<file path="config.mk">
export PLATFORM = sky130hd
export DESIGN_NAME = polyline_coordinate_decoder_unit
export DESIGN_NICKNAME = d
export VERILOG_FILES = /design/src/hw/rtl/pcd_pkg.sv /design/src/hw/rtl/pcd_char_fsm.sv /design/src/hw/rtl/polyline_coordinate_decoder_unit.sv
export SDC_FILE = /design/constraint.sdc
export NUM_CORES = 1
export LEC_CHECK = 0
export ABC_AREA = 1
export BUFFER_PORTS_ARGS = -buffer_cell sky130_fd_sc_hd__buf_4
export CAP_MARGIN = 20
export CORE_ASPECT_RATIO = 1.75
export CORE_MARGIN = 2
export CORE_UTILIZATION = 55
export DETAILED_ROUTE_END_ITERATION = 16
export GPL_TIMING_DRIVEN = 1
export HOLD_SLACK_MARGIN = 0.08
export PLACE_DENSITY = 0.83
export REMOVE_ABC_BUFFERS = 1
export SETUP_SLACK_MARGIN = 0.5
export SLEW_MARGIN = 5
export SYNTH_ARGS = -nofsm -noshare
export SYNTH_HDL_FRONTEND = slang
export SYNTH_SLANG_ARGS = --single-unit
</file>
<file path="constraint.sdc">
create_clock -name i_clk -period 3.2 [get_ports i_clk]
set_input_delay 0.48 -clock i_clk [delete_from_list [all_inputs] [get_ports i_clk]]
set_output_delay 0.48 -clock i_clk [all_outputs]
set_load 0.05 [all_outputs]
</file>
<file path="src/hw/rtl/pcd_pkg.sv">
`default_nettype none

package pcd_pkg;

    localparam int MAX_CHUNKS = 6;
    localparam int SKIP_CHARS = 2;
    localparam int SUM_W      = 32;
    localparam int CHUNK_W    = 5;
    localparam int CHAR_W     = 8;
    localparam int COORD_W    = 32;
    localparam int VAL_W      = MAX_CHUNKS * CHUNK_W;
    localparam int CNT_MAX    = (MAX_CHUNKS > SKIP_CHARS) ? MAX_CHUNKS : SKIP_CHARS;
    localparam int CNT_W      = $clog2(CNT_MAX + 1);
    localparam int EXT_W      = ((SUM_W > VAL_W) ? SUM_W : VAL_W) + 1;
    localparam int OX_W       = (SUM_W > COORD_W) ? SUM_W : COORD_W;

    localparam logic [CHAR_W-1:0] CHAR_BIAS = CHAR_W'(63);

    localparam logic signed [SUM_W-1:0] SUM_MAX = {1'b0, {(SUM_W-1){1'b1}}};
    localparam logic signed [SUM_W-1:0] SUM_MIN = {1'b1, {(SUM_W-1){1'b0}}};

    typedef enum logic [2:0] {
        PH_SKIP,
        PH_REF_LAT,
        PH_REF_LNG,
        PH_DLAT,
        PH_DLNG
    } t_phase;

    localparam t_phase PH_RESET = (SKIP_CHARS > 0) ? PH_SKIP : PH_REF_LAT;

    typedef struct packed {
        logic [CHAR_W-1:0] code_char;
        logic              end_of_string;
    } t_in;

    typedef struct packed {
        logic signed [COORD_W-1:0] latitude;
        logic signed [COORD_W-1:0] longitude;
        logic                      final_point;
    } t_out;

    // one completed value from the character decoder
    typedef struct packed {
        logic                    done;
        logic                    last;
        t_phase                  phase;
        logic signed [VAL_W-1:0] value;
    } t_evt;

    function automatic logic signed [SUM_W-1:0] sat_add(
        input logic signed [SUM_W-1:0] a,
        input logic signed [VAL_W-1:0] d
    );
        logic signed [EXT_W-1:0] s;
        s = EXT_W'(a) + EXT_W'(d);
        if (s > EXT_W'(SUM_MAX)) begin
            return SUM_MAX;
        end else if (s < EXT_W'(SUM_MIN)) begin
            return SUM_MIN;
        end else begin
            return s[SUM_W-1:0];
        end
    endfunction

    function automatic logic signed [COORD_W-1:0] to_coord(
        input logic signed [SUM_W-1:0] s
    );
        logic signed [OX_W-1:0] t;
        t = OX_W'(s);
        return t[COORD_W-1:0];
    endfunction

endpackage

`default_nettype wire

</file>
<file path="src/hw/rtl/pcd_char_fsm.sv">
`default_nettype none

module pcd_char_fsm (
    input  wire logic         i_clk,
    input  wire logic         i_rst_n,
    input  wire logic         i_adv,
    input  wire pcd_pkg::t_in i_word,
    output pcd_pkg::t_evt     o_evt
);

    pcd_pkg::t_phase r_phase, n_phase;
    logic [pcd_pkg::CNT_W-1:0]   r_idx, n_idx;
    logic [pcd_pkg::VAL_W-1:0]   r_part, n_part;

    logic [pcd_pkg::CHAR_W-1:0]  w_diff;
    logic [pcd_pkg::CHUNK_W:0]   w_grp;
    logic [pcd_pkg::VAL_W-1:0]   w_raw;
    logic [pcd_pkg::VAL_W-1:0]   w_mag;
    logic [pcd_pkg::CNT_W-1:0]   w_idx_inc;
    logic                        w_done;
    logic                        w_skip_end;
    logic                        w_eos;

    assign w_eos      = i_word.end_of_string;
    assign w_diff     = i_word.code_char - pcd_pkg::CHAR_BIAS;
    assign w_grp      = w_diff[pcd_pkg::CHUNK_W:0];
    assign w_idx_inc  = r_idx + pcd_pkg::CNT_W'(1);
    assign w_skip_end = (w_idx_inc >= pcd_pkg::CNT_W'(pcd_pkg::SKIP_CHARS));
    assign w_done     = !w_grp[pcd_pkg::CHUNK_W]
                     || (r_idx == pcd_pkg::CNT_W'(pcd_pkg::MAX_CHUNKS - 1))
                     || w_eos;

    // slots above the current chunk are still zero, so placing the chunk is the OR
    always_comb begin
        w_raw = r_part;
        for (int k = 0; k < pcd_pkg::MAX_CHUNKS; k++) begin
            if (r_idx == pcd_pkg::CNT_W'(k)) begin
                w_raw[k*pcd_pkg::CHUNK_W +: pcd_pkg::CHUNK_W] = w_grp[pcd_pkg::CHUNK_W-1:0];
            end
        end
    end

    assign w_mag = {1'b0, w_raw[pcd_pkg::VAL_W-1:1]};

    always_comb begin
        n_phase = r_phase;
        if (i_adv) begin
            if (w_eos) begin
                n_phase = pcd_pkg::PH_RESET;
            end else begin
                unique case (r_phase)
                    pcd_pkg::PH_SKIP:    if (w_skip_end) n_phase = pcd_pkg::PH_REF_LAT;
                    pcd_pkg::PH_REF_LAT: if (w_done) n_phase = pcd_pkg::PH_REF_LNG;
                    pcd_pkg::PH_REF_LNG: if (w_done) n_phase = pcd_pkg::PH_DLAT;
                    pcd_pkg::PH_DLAT:    if (w_done) n_phase = pcd_pkg::PH_DLNG;
                    pcd_pkg::PH_DLNG:    if (w_done) n_phase = pcd_pkg::PH_DLAT;
                    default:             n_phase = pcd_pkg::PH_RESET;
                endcase
            end
        end
    end

    always_comb begin
        n_idx       = r_idx;
        n_part      = r_part;
        o_evt.done  = 1'b0;
        o_evt.last  = w_eos;
        o_evt.phase = r_phase;
        o_evt.value = w_raw[0] ? ~w_mag : w_mag;
        if (i_adv) begin
            if (r_phase == pcd_pkg::PH_SKIP) begin
                n_idx = (w_eos || w_skip_end) ? '0 : w_idx_inc;
            end else begin
                o_evt.done = w_done;
                if (w_done) begin
                    n_idx  = '0;
                    n_part = '0;
                end else begin
                    n_idx  = w_idx_inc;
                    n_part = w_raw;
                end
            end
        end
    end

    always_ff @(posedge i_clk) begin
        if (!i_rst_n) begin
            r_phase <= pcd_pkg::PH_RESET;
            r_idx   <= '0;
            r_part  <= '0;
        end else begin
            r_phase <= n_phase;
            r_idx   <= n_idx;
            r_part  <= n_part;
        end
    end

endmodule

`default_nettype wire

</file>
<file path="src/hw/rtl/polyline_coordinate_decoder_unit.sv">
`default_nettype none

// Channel  Valid         Ready         Word
// input    i_in_valid    o_in_ready    i_in_word  (code_char, end_of_string)
// output   o_out_valid   i_out_ready   o_out_word (latitude, longitude, final_point)
//
// One character per cycle while the output side does not stall. A word lands in the
// input register, is decoded and summed when it advances, and a completed point is
// visible in the cycle after. A full output register that is not being taken holds
// the input register, which takes a new word whenever it is empty or moving on.
// Synchronous active-low reset returns to the skip phase; no clearing pass.

module polyline_coordinate_decoder_unit (
    input  wire logic          i_clk,
    input  wire logic          i_rst_n,
    input  wire logic          i_in_valid,
    output logic               o_in_ready,
    input  wire pcd_pkg::t_in  i_in_word,
    output logic               o_out_valid,
    input  wire logic          i_out_ready,
    output pcd_pkg::t_out      o_out_word
);

    logic                             r_in_valid;
    pcd_pkg::t_in                     r_in;
    logic                             r_out_valid;
    pcd_pkg::t_out                    r_out, n_out;
    logic signed [pcd_pkg::SUM_W-1:0] r_lat, r_lng;

    logic                             w_adv;
    logic                             w_in_acc;
    pcd_pkg::t_evt                    w_evt;
    logic                             w_lat_side;
    logic                             w_lng_side;
    logic                             w_ref;
    logic                             w_emit;
    logic signed [pcd_pkg::SUM_W-1:0] w_base;
    logic signed [pcd_pkg::SUM_W-1:0] w_sum;

    assign w_adv      = r_in_valid && (!r_out_valid || i_out_ready);
    assign o_in_ready = !r_in_valid || w_adv;
    assign w_in_acc   = i_in_valid && o_in_ready;

    pcd_char_fsm u_char_fsm (
        .i_clk   (i_clk),
        .i_rst_n (i_rst_n),
        .i_adv   (w_adv),
        .i_word  (r_in),
        .o_evt   (w_evt)
    );

    always_comb begin
        w_lat_side = (w_evt.phase == pcd_pkg::PH_REF_LAT) || (w_evt.phase == pcd_pkg::PH_DLAT);
        w_lng_side = (w_evt.phase == pcd_pkg::PH_REF_LNG) || (w_evt.phase == pcd_pkg::PH_DLNG);
        w_ref      = (w_evt.phase == pcd_pkg::PH_REF_LAT) || (w_evt.phase == pcd_pkg::PH_REF_LNG);
        w_base     = w_ref ? '0 : (w_lat_side ? r_lat : r_lng);
        w_sum      = pcd_pkg::sat_add(w_base, w_evt.value);
        w_emit     = w_evt.done && ((w_evt.phase == pcd_pkg::PH_DLNG)
                  || ((w_evt.phase == pcd_pkg::PH_DLAT) && w_evt.last));
        n_out.latitude    = pcd_pkg::to_coord(w_lat_side ? w_sum : r_lat);
        n_out.longitude   = pcd_pkg::to_coord(w_lng_side ? w_sum : r_lng);
        n_out.final_point = w_evt.last;
    end

    always_ff @(posedge i_clk) begin
        if (!i_rst_n) begin
            r_in_valid  <= 1'b0;
            r_out_valid <= 1'b0;
        end else begin
            if (w_in_acc) begin
                r_in_valid <= 1'b1;
            end else if (w_adv) begin
                r_in_valid <= 1'b0;
            end
            if (w_emit) begin
                r_out_valid <= 1'b1;
            end else if (i_out_ready) begin
                r_out_valid <= 1'b0;
            end
        end
    end

    always_ff @(posedge i_clk) begin
        if (w_in_acc) begin
            r_in <= i_in_word;
        end
        if (w_evt.done && w_lat_side) begin
            r_lat <= w_sum;
        end
        if (w_evt.done && w_lng_side) begin
            r_lng <= w_sum;
        end
        if (w_emit) begin
            r_out <= n_out;
        end
    end

    assign o_out_valid = r_out_valid;
    assign o_out_word  = r_out;

endmodule

`default_nettype wire

</file>
Yosys cells after proc, flatten, opt, wreduce, memory -nomap -nowiden
Cells that the tools add are included.
{ "totals": {"memories": 0, "ramBits": 0, "reg_bits": 174, "wordCells": 87, "output_inout_bits": 67, "latch_bits": 0, "rom_bits": 0} }
{ "op_classes": {"mux": 29, "order_cmp": 3, "eq_ne": 13, "div_mod_pow": 0, "multipliers": 0, "n_addsub": 3, "bitwise_logic": 2, "n_reduce_logical": 25, "n_shift": 0} }
{ "op_table": {"columns": ["cell", "count"], "rows": [
  ["$mux 32", 6],
  ["$mux 30", 2],
  ["$add 32x30->33", 1],
  ["$gt 33x32->1 const B", 1],
  ["$lt 33x32->1 const B", 1],
  ["$mux 5", 6],
  ["$not 29->30", 1],
  ["$mux 3", 8],
  ["$eq 3x2->1 const B", 4],
  ["$pmux 3 s4", 1],
  ["$eq 3x3->1 const B", 3],
  ["$logic_or 1x1->1", 9],
  ["$ne 3x2->1 const B", 3],
  ["$eq 3x1->1 const B", 2],
  ["$logic_and 1x1->1", 6],
  ["$logic_not 3->1", 2],
  ["$mux 1", 6],
  ["$sub 6x6->6 const B", 1],
  ["$reduce_and 5->1", 1],
  ["$reduce_bool 2->1", 2],
  ["$add 3x1->3 const B", 1],
  ["$ge 3x2->1 const B", 1],
  ["$logic_not 1->1", 3],
  ["$ne 3x1->1 const B", 1],
  ["other kinds (3)", 3]
]} }

Depth between registers and ports, before layout
Gate-level depths: netlist of run 1.
{ "logic_depth": {"depth_word": 9, "mapped_depth": 28, "depth_no_buf": 26} }

Hierarchy
A second synthesis of run 1 with hierarchy kept.
{ "hier_totals": {"cells_unflattened": 1333, "hier_area_um2": 11033.1} }
{ "by_module_without_submodules": {"columns": ["mod", "cells_each", "seq_area_each_um2", "area_per_inst_um2", "instances"], "rows": [
  ["polyline_coordinate_decoder_unit", 1014, 4184.0, 8838.5, 1],
  ["pcd_char_fsm", 319, 720.7, 2194.6, 1]
]} }

Worst setup path after synthesis of run 1
No wires, ideal clock.
{ "synth_path": {"path_kind": "reg2reg", "from": "reg u_char_fsm.r_idx[0] (netlist bit)", "to": "reg r_out, in the netlist o_out_word[39] (data pin)", "n_path_buf": 2, "path_slack_ps": -205, "period_less_slack_ps": 3405, "t_arrival_ps": 3153, "stages_incl_launch_ff": 28, "setup_time_ps": 252, "required_time_ps": 2948, "path_cell_list": "dfxtp_1 > inv_1 > ha_1 > nand2_1 > nand2_1 > o21ai_1 > buf_2 > xor2_1 > ha_1 > inv_1 > fa_1 > inv_1 > nand2_1 > nand2_1 > nand3_1 > nand2_2 > nand2_1 > nand2_2 > nand2_2 > nand2_2 > nand2_1 > nand2_2 > nand2_4 > buf_6 > nand2_2 > nand2_2 > nand2_1 > nand2_1"} }
{ "synth_rtl": {"columns": ["element", "line", "text"], "rows": [
  ["start, declared", "pcd_char_fsm.sv:12", "logic [pcd_pkg::CNT_W-1:0] r_idx, n_idx;"],
  ["start signal, assigned", "pcd_char_fsm.sv:93", "r_idx <= n_idx;"],
  ["end signal, assigned", "polyline_coordinate_decoder_unit.sv:94", "r_out <= n_out;"],
  ["end, declared", "polyline_coordinate_decoder_unit.sv:27", "pcd_pkg::t_out r_out, n_out;"]
]} }

==> flow_summary.ini, run 1 <==
[layout]
syn_to_final_growth_pct = 39.7
multi_input_area_sq_um = 5720
final_common_cell = nand2_1
antenna-diode-count = 0
fin_util = 0.781
final_cell_mix = 432 x nand2_1, 258 x buf_4, 136 x edfxtp_1
fin_nets = 1628
drive_gt1_frac = 0.355
final_area_sq_um = 14500
regArea_sq_um = 4850
fin_cells = 1827
fillers = 1113

[sta]
layout_min_cycle_time_ns = 3.73
fin_crit_sh = 1.17
setup_violations = 126
relSlewSlack = 0.572
max_freq_mhz = 268
tns_ns = -54.57
fin_skew_ns = 0.0151
final_max_slew_viol_count = 0
finalHoldViolations = 0
setup_ws_ns = -0.530
rsz0062_at_grt = true
worst_pin_slew_ns = 0.639

[worst_setup_path]
crit_path_end_kind = flop
worstPathRequired_ns = 3.41
start_kind = flop
crit_fanout = 6
cp.arrival_ns = 3.94
critPathKind = reg -> reg

[clocking]
clk_pin_slew_ns = 0.08
cts_sinks = 174
cts_root_buf = clkbuf_16
cts_buffer_depth = 2
ctsHoldBuffers = 0
clock_latency_ns = 0.46
cts_tree = yes
cts_buffers = 17
htreeDepth = 4

[die]
dieHeight_microns = 185
rows = 66
start_util = 0.559
fp.dieArea_sq_um = 20000
die_x_microns = 108
core_area_sq_um = 18500
ioPinCount = 80

[yosys]
synthTopCellsByArea = edfxtp_1 39%, nand2_1 18%, dfxtp_1 7.4%, ha_1 4.6%, inv_1 4.5%
synth-edff-count = 136
synth_seq_cells = 174
synth_area_leader_cell = edfxtp_1
avgSynthCellArea_sq_um = 7.90
synth_top_area_frac = 0.395
syn-cell-area_sq_um = 10300
syn_inst = 1310
ys_types = 36
ys_warn_count = 0
async_reset_ff_frac = 0
yosysSeqAreaShare = 0.468
synth_ff_type = edfxtp_1

[detailed_routing]
vias_per_cell = 5.85
ant_nets = 0
wl_per_cell_microns = 19.1
wl_microns = 35000
firstDrtPassIters = 8
route.vias.total = 10700
drt_iter0_drc = 880
drc = 0

[global_route]
grt-ovfl-total = 0
grt_max_degree = 41
grt_pass1_wl_microns = 48700
met1_usage = 0.341
grt_pass1_vias = 10100
met2_usage = 0.567
grt_most_used_layer = met2
grt_usage = 0.317
antenna_found_initial = 0
met3_usage = 0.0419

[placement]
place_inst = 1760
port_buffers = 77
dp_hpwl_microns = 19600
dpl_cell_area_sq_um = 12400
gp_congestion = 0.965

[status]
status = complete, but fails checks
violations = setup timing

[min_path]
hp-class = in -> reg

[power_and_ir_drop]
power_density_nw_per_um2 = 653
total_power_w = 0.00944
ir_drop_mv = 0.415
p_leak_nw = 6.81

[job]
drv_cap = 0
## final cells by class
class / instances / share of cell area
Sequential cell: 174 / 0.335
Tap cell: 238 / 0.0206
Timing Repair Buffer: 292 / 0.171
Clock buffer: 21 / 0.0349
Clock inverter: 11 / 0.00788
Multi-Input combinational cell: 962 / 0.396
Inverter: 129 / 0.0347
## cells by family (layout without fill, tap and decap cells)
| kind of cell | after synthesis | after routing | share of synthesized area |
|---|---|---|---|
| AOI/OAI and AO/OA | 150 | 150 | 0.0821 |
| and+or+nand+nor | 726 | 726 | 0.291 |
| xor gates and xnor gates | 47 | 47 | 0.0398 |
| adders and majority gates | 39 | 39 | 0.0479 |
| buffers and inverters | 174 | 453 | 0.0708 |
| DFF | 174 | 174 | 0.468 |
## cells in the mapped netlist (10+ instances only)
master	instances
nand3_1	33
a21oi_1	64
o21bai_1	10
nor3_1	18
nor2_1	91
clkbuf_1	24
ha_1	38
dfxtp_1	38
inv_1	125
xor2_1	38
edfxtp_1	136
o211ai_1	11
nand2_2	71
nand2_1	498
o21ai_0	51
## flip-flops by register name, summed over array words and instances (netlist names)
register	cells
u_char_fsm.r_idx	3
r_in_valid	1
o_out_valid	1
r_lng	32
u_char_fsm.r_part	30
u_char_fsm.r_phase	3
r_lat	32
o_out_word	65
r_in	7
## routing by layer
metal / share of wire / routed length, microns
met5: 0 / 0
met4: 0.085 / 2980
met2: 0.50 / 17600
met3: 0.074 / 2580
met1: 0.34 / 11800
## report_power, final
part           switching [W]  leakage (nW)  internal [W]  total, W
registers          0.0000367          1.54       0.00269   0.00272
clock network       0.000980         0.307       0.00123   0.00221
logic                0.00265          4.96       0.00185   0.00450
## timing repair
item | in CTS | in global routing
pin swaps | 68 | 56
gates cloned | 2 | 0
resized for setup | 159 | 131
hold endpoints to repair | 0 | 0
endpoints found under the setup margin | 168 | 232
buffers inserted | 22 | 11
## worst paths after layout
check,start,end,slack [ns],cells after the start
setup reg to reg,r_in[1]$_DFFE_PP_,o_out_word[30]$_DFFE_PP_,-0.53,22
setup / recovery,r_in[1]$_DFFE_PP_,o_out_word[30]$_DFFE_PP_,-0.53,22
hold reg to reg,r_lng[24]$_DFFE_PP_,o_out_word[25]$_DFFE_PP_,0.54,2
hold / removal,i_in_word[0],r_in[0]$_DFFE_PP_,0.19,1
## worst max-delay path, stage by stage (launching register included)
cell      delay, ns
edfxtp_1       0.43
ha_4           0.22
nand3_4        0.09
xor2_2         0.16
buf_6          0.16
o21ai_4        0.19
xor2_2         0.34
ha_4           0.28
nand2_1        0.10
inv_1          0.07
buf_4          0.14
nand2_1        0.07
nand3_1        0.10
a21oi_1        0.21
nand2_1        0.25
nand2_1        0.21
nand2_1        0.08
nand2_1        0.07
nand2_1        0.06
nand2_2        0.09
nand2_4        0.06
nand2_1        0.06
nand2_1        0.05
## per-stage QoR
stage	setup WS, ns	hold slack, ns
floorplan	-3.21	0.471
global placement	-0.351	0.498
detailed placement	-0.479	0.514
CTS	-0.224	0.200
global route	-0.638	0.188
finish	-0.530	0.193
(Power assumes the default switching activity.)
==> run 2: changes to the inputs <==
--- a/config.mk
+++ b/config.mk
@@ -8,7 +8,7 @@
 export ABC_AREA = 1
 export BUFFER_PORTS_ARGS = -buffer_cell sky130_fd_sc_hd__buf_4
 export CAP_MARGIN = 20
-export CORE_ASPECT_RATIO = 1.75
+export CORE_ASPECT_RATIO = 1.4
 export CORE_MARGIN = 2
 export CORE_UTILIZATION = 55
 export DETAILED_ROUTE_END_ITERATION = 16
==> run 2 against run 1 <==
The run still ends with setup timing left. Largest cell class unchanged. Worst setup slack got worse by 0.14 ns. Sequential cell count unchanged. Global-route usage decreased by 0.82 points. Critical path depth decreased by 1. Clock power about the same. Die area decreased by 0.13%. Sequential power about the same. Final cell count decreased by 0.60%. Power increased by 9.8%. Sequential share of layout area decreased by 1.4 points. Core utilization increased by 3.4 points. Register-to-register slack got worse by 0.14 ns.
==> flow_summary.ini, run 2 (synthesized netlist as in run 1, its figures left out) <==
[status]
status = complete, but fails checks
violations = setup timing

[sta]
relSlewSlack = 0.541
whs_ns = 0.190
final_max_slew_viol_count = 0
fin_crit_sh = 1.21
setup_violations = 128
worst_pin_slew_ns = 0.685
setup_ws_ns = -0.670
max_freq_mhz = 258
finalHoldViolations = 0
layout_min_cycle_time_ns = 3.87
fin_skew_ns = 0.0137
rsz0062_at_grt = true

[layout]
fin_nets = 1611
final_cell_mix = 420 x nand2_1, 244 x buf_4, 136 x edfxtp_1
drive_gt1_frac = 0.375
antenna-diode-count = 0
final_common_cell = nand2_1
syn_to_final_growth_pct = 46.0
largest_reg_flops = 65

[clocking]
cts_root_buf = clkbuf_16
cts_sinks = 174
clock_latency_ns = 0.46
clk_pin_slew_ns = 0.07
cts_buffer_depth = 2
htreeDepth = 4
cts_tree = yes
cts_buffers = 17

[detailed_routing]
drt_iter0_drc = 1775
route.vias.total = 11300
wl_per_cell_microns = 22.0
drc = 0
firstDrtPassIters = 9
wl_microns = 40000
vias_per_cell = 6.23
ant_nets = 0

[power_and_ir_drop]
clock_power_share = 0.213
p_sw_frac = 0.412
p_switching_w = 0.00427
intPower_w = 0.00610
p_leak_nw = 6.90
power_density_nw_per_um2 = 686
ir_drop_mv = 0.490
pwr-share-seq = 0.263
comb_power_share = 0.524

[die]
core_area_sq_um = 18500
rows = 59
fp.dieArea_sq_um = 19900
start_util = 0.558
die_x_microns = 120
ioPinCount = 80
dieHeight_microns = 166

[worst_setup_path]
crit_fanout = 8
cp.arrival_ns = 4.08
critPathKind = reg -> reg
path_delay_family = simple AND/OR/NAND/NOR gates
crit_chain = buf_6, nand4_1, nand2_4, o21ai_2, xor2_2, ha_4, nand2_2, inv_1, a21oi_1, nand2_4, nand2_4, nand2_4, nand2_4, nand3_2, nand2_4, nand2_8, clkbuf_16, nand2_4, nand2_4, nand2_1, nand2_1
reg2reg_to = o_out_word[17]$_DFFE_PP_
rr_worst_depth = 21
crit_path_end_kind = flop
start_kind = flop
worstPathRequired_ns = 3.41
crit_top_cell = nand2_4
reg2reg_slack_ns = -0.67
crit_buf_inv = 3
worst_path_largest_cell_delay_ns = 0.45
critPathSlowestCell = edfxtp_1
r2r_start = r_in[1]$_DFFE_PP_

[global_route]
grt_max_degree = 43
grt_pass1_vias = 9884
grt_pass1_wl_microns = 48400
antenna_found_initial = 0
grt_usage = 0.309
grt-ovfl-total = 0

[job]
drv_cap = 0

[placement]
pre_cts_slack_ns = -0.555
dp_hpwl_microns = 19100
port_buffers = 77
gp_congestion = 0.975

[min_path]
hp-class = in -> reg
min_path_cells = 1
min_to = r_in[4]$_DFFE_PP_
min-delay-start = i_in_word[4]
run 2: changes by cell type in the layout (fill, tap and decap cells not counted), moves of 13 or more:
cell,previous run,this run
buf_4,258,244
nand2_2,91,63
nand2_4,44,63
nand2_8,3,24
xor2_1,28,14
xor2_2,10,23
run 2: power groups by stage:
stage / clock network [W] / logic [W] / registers [W]
6_report: 0.00221 / 0.00543 / 0.00272
5_1_grt: 0.00231 / 0.00562 / 0.00273
4_1_cts: 0.00218 / 0.00387 / 0.00272
3_5_place_dp: 0 / 0.00317 / 0.00276
3_3_place_gp: 0 / 0.00307 / 0.00276
2_1_floorplan: 0 / 0.00192 / 0.00278
run 2: how the worst max path moves through the flow:
stage	from	end	slack (ns)	cells past startpoint
after floorplan	u_char_fsm.r_phase[0]$_SDFFE_PN0P_	r_lat[1]$_DFFE_PP_	-3.21	24
after global routing	r_in[1]$_DFFE_PP_	o_out_word[6]$_DFFE_PP_	-0.79	21
after global placement	u_char_fsm.r_idx[0]$_SDFFE_PN0P_	r_lat[1]$_DFFE_PP_	-0.39	22
final	r_in[1]$_DFFE_PP_	o_out_word[17]$_DFFE_PP_	-0.67	21
after detailed placement	r_in[2]$_DFFE_PP_	r_lng[1]$_DFFE_PP_	-0.56	19
after CTS	r_in[2]$_DFFE_PP_	o_out_word[59]$_DFFE_PP_	-0.20	23
run 2: layout make-up:
class	instances	area, sq um
Multi-Input combinational cell	962	6430
Sequential cell	174	4850
Fill cell	926	3430
Timing Repair Buffer	275	2420
Inverter	129	494
Clock buffer	17	425
Tap cell	244	305
Clock inverter	15	180
run 2: metal layers:
layer  up-vias  share of wire  GRT usage  wire length (microns)
met4         0           0.11      0.188                   4350
met1      5173           0.32      0.351                  12800
met3       404           0.10     0.0553                   4130
li1       4689              -          -                      -
met2      1045           0.47      0.534                  18700
met5         -              0          0                      0
run 2: per-stage QoR:
| stage | total power, W | util | TNS [ns] | instance area [sq um] | cells |
|---|---|---|---|---|---|
| floorplan | 0.00470 | - | -709.92 | 10100 | 1265 |
| global placement | 0.00583 | 0.664 | -36.26 | 12300 | 1746 |
| detailed placement | 0.00593 | 0.664 | -54.03 | 12300 | 1746 |
| CTS | 0.00877 | 0.753 | -14.26 | 14000 | 1797 |
| global route | 0.0107 | 0.815 | -84.25 | 15100 | 1816 |
| finish | 0.0104 | 0.815 | -70.34 | 15100 | 1816 |
run 2: timing repair:
item                       CTS  global route
setup endpoints to repair  170           234
hold buffers                 0             0
resized for setup          176           203
setup buffers               15            15
pin swaps                   62            50
gates cloned                 4             4
==> run 3: changes to the inputs <==
--- a/config.mk
+++ b/config.mk
@@ -8,13 +8,12 @@
 export ABC_AREA = 1
 export BUFFER_PORTS_ARGS = -buffer_cell sky130_fd_sc_hd__buf_4
 export CAP_MARGIN = 20
-export CORE_ASPECT_RATIO = 1.4
 export CORE_MARGIN = 2
-export CORE_UTILIZATION = 55
+export CORE_UTILIZATION = 59
 export DETAILED_ROUTE_END_ITERATION = 16
 export GPL_TIMING_DRIVEN = 1
 export HOLD_SLACK_MARGIN = 0.08
-export PLACE_DENSITY = 0.83
+export PLACE_DENSITY = 0.85
 export REMOVE_ABC_BUFFERS = 1
 export SETUP_SLACK_MARGIN = 0.5
 export SLEW_MARGIN = 5
==> constraint.sdc (replaced) <==
create_clock -name i_clk -period 4.7 [get_ports i_clk]
set_input_delay 0.705 -clock i_clk [delete_from_list [all_inputs] [get_ports i_clk]]
set_output_delay 0.705 -clock i_clk [all_outputs]
set_load 0.05 [all_outputs]
==> run 3 against run 2 <==
The run now ends clean. Critical path depth rose by 3. Core utilization down 13 points. Wire length is 39% lower. Register-to-register slack improved by 1.4 ns. Die area down 6.7%. Global-route usage shrank 3.6 points. Sequential share of layout area up 8.9 points. Clock power fell by 35%. Clock skew shrank 0.0031 ns. First-iteration DRC count fell by 53%. Fmax fell by 3.5%. Critical path type unchanged. Critical endpoint is now o_out_word[35]$_DFFE_PP_. Largest power group is now registers.
==> flow_summary.ini, run 3 (synthesized netlist as in run 1, its figures left out) <==
[sta]
relSlewSlack = 0.503
final_max_slew_viol_count = 0
worst_pin_slew_ns = 0.745
rsz0062_at_grt = false
fin_crit_sh = 0.853
fin_skew_ns = 0.0106
layout_min_cycle_time_ns = 4.01
max_freq_mhz = 249
setup_violations = 0
finalHoldViolations = 0
whs_ns = 0.442

[clocking]
clk_pin_slew_ns = 0.07
clock_latency_ns = 0.44
cts_tree = yes
cts_root_buf = clkbuf_16
htreeDepth = 4
cts_buffer_depth = 2
cts_buffers = 17
cts_sinks = 174

[worst_setup_path]
cp.arrival_ns = 4.20
crit_fanout = 16
start_kind = flop
critPathKind = reg -> reg
crit_path_end_kind = flop
worstPathRequired_ns = 4.89

[global_route]
grt_usage = 0.273
grt-ovfl-total = 0
grt_pass1_vias = 7959
grt_max_degree = 45
antenna_found_initial = 0
grt_pass1_wl_microns = 38900

[die]
die_x_microns = 136
rows = 48
dieHeight_microns = 136
ioPinCount = 80
core_area_sq_um = 17200
start_util = 0.600
fp.dieArea_sq_um = 18600

[layout]
final_common_cell = nand2_1
largest_reg_flops = 65
drive_gt1_frac = 0.157
syn_to_final_growth_pct = 14.4
final_cell_mix = 497 x nand2_1, 136 x edfxtp_1, 124 x inv_1
fin_util = 0.686
antenna-diode-count = 0
fin_nets = 1433

[detailed_routing]
firstDrtPassIters = 5
ant_nets = 0
drc = 0
route.vias.total = 8747
wl_per_cell_microns = 15.2
wl_microns = 24600
vias_per_cell = 5.40
drt_iter0_drc = 827

[power_and_ir_drop]
p_sw_frac = 0.365
p_leak_nw = 5.53
clock_power_share = 0.281
p_switching_w = 0.00187
power_density_nw_per_um2 = 434
ir_drop_mv = 0.271
comb_power_share = 0.359
intPower_w = 0.00326
pwr-share-seq = 0.360

[placement]
dp_hpwl_microns = 16700
gp_congestion = 0.894
port_buffers = 77

[job]
drv_cap = 0

[min_path]
hp-class = in -> reg

[status]
status = completed
==> run 3: stage by stage <==
stage / instance area [sq um] / worst slack [ns] / setup TNS (ns) / std cells / power (W)
after floorplan: 10100 / -1.71 / -318.37 / 1265 / 0.00320
after global routing: 11800 / 0.517 / 0 / 1619 / 0.00543
after CTS: 11800 / 0.602 / 0 / 1617 / 0.00509
final: 11800 / 0.691 / 0 / 1619 / 0.00513
after detailed placement: 11200 / 0.506 / 0 / 1585 / 0.00364
after global placement: 11200 / 0.626 / 0 / 1585 / 0.00359
==> run 3: path summary, 6_finish.rpt <==
| kind | start | endpoint | slack, ns | depth (start not counted) |
|---|---|---|---|---|
| worst max-delay path | u_char_fsm.r_idx[1]$_SDFFE_PN0P_ | o_out_word[35]$_DFFE_PP_ | 0.69 | 24 |
| worst min-delay path | i_in_word[1] | r_in[1]$_DFFE_PP_ | 0.44 | 1 |
| worst max register to register | u_char_fsm.r_idx[1]$_SDFFE_PN0P_ | o_out_word[35]$_DFFE_PP_ | 0.69 | 24 |
| worst min register to register | u_char_fsm.r_idx[0]$_SDFFE_PN0P_ | u_char_fsm.r_idx[0]$_SDFFE_PN0P_ | 0.50 | 1 |
==> run 3: layout make-up <==
cell class,count,area (sq um)
tap,225,282
sequential,174,4850
clock inverter,6,68.8
fill,1345,5410
timing repair buffer,96,758
multi-input combinational,963,4850
inverter,129,484
clock buffer,26,542
==> run 3: critical path: stages (launching register included) <==
cell and delay [ns]:
dfxtp_1 0.36, inv_1 0.12, ha_1 0.21, nand2_2 0.17, o21ai_0 0.40, xor2_1 0.19
ha_1 0.19, inv_1 0.06, fa_1 0.41, inv_1 0.08, nand2_1 0.06, nand2_1 0.11
nand3_1 0.12, nand2_2 0.12, nand2_1 0.08, nand2_2 0.12, nand2_2 0.11, nand2_2 0.09
nand2_1 0.09, nand2_4 0.17, nand2_8 0.17, nand2_1 0.12, nand2_2 0.08, nand2_1 0.07
nand2_1 0.06
==> run 3: what timing repair did <==
action,CTS,global route
pin swaps,0,2
setup buffers,0,1
endpoints found under the setup margin,99,88
hold buffers,0,0
resized for setup,2,6
gates cloned,0,1
==> run 3: per-layer routing <==
layer / up-vias / global-route usage / part of all wire
met3: 53 / 0.0418 / 0.067
li1: 4347 / - / -
met1: 4036 / 0.370 / 0.44
met4: 0 / 0.132 / 0.035
met2: 311 / 0.430 / 0.46
met5: - / 0 / 0
==> run 3: power by group through the flow <==
stage / Sequential, W / Clock, W / Combinational (W)
2_1_floorplan: 0.00189 / 0 / 0.00131
3_3_place_gp: 0.00188 / 0 / 0.00171
3_5_place_dp: 0.00188 / 0 / 0.00176
4_1_cts: 0.00185 / 0.00145 / 0.00179
5_1_grt: 0.00185 / 0.00151 / 0.00206
6_report: 0.00185 / 0.00144 / 0.00184
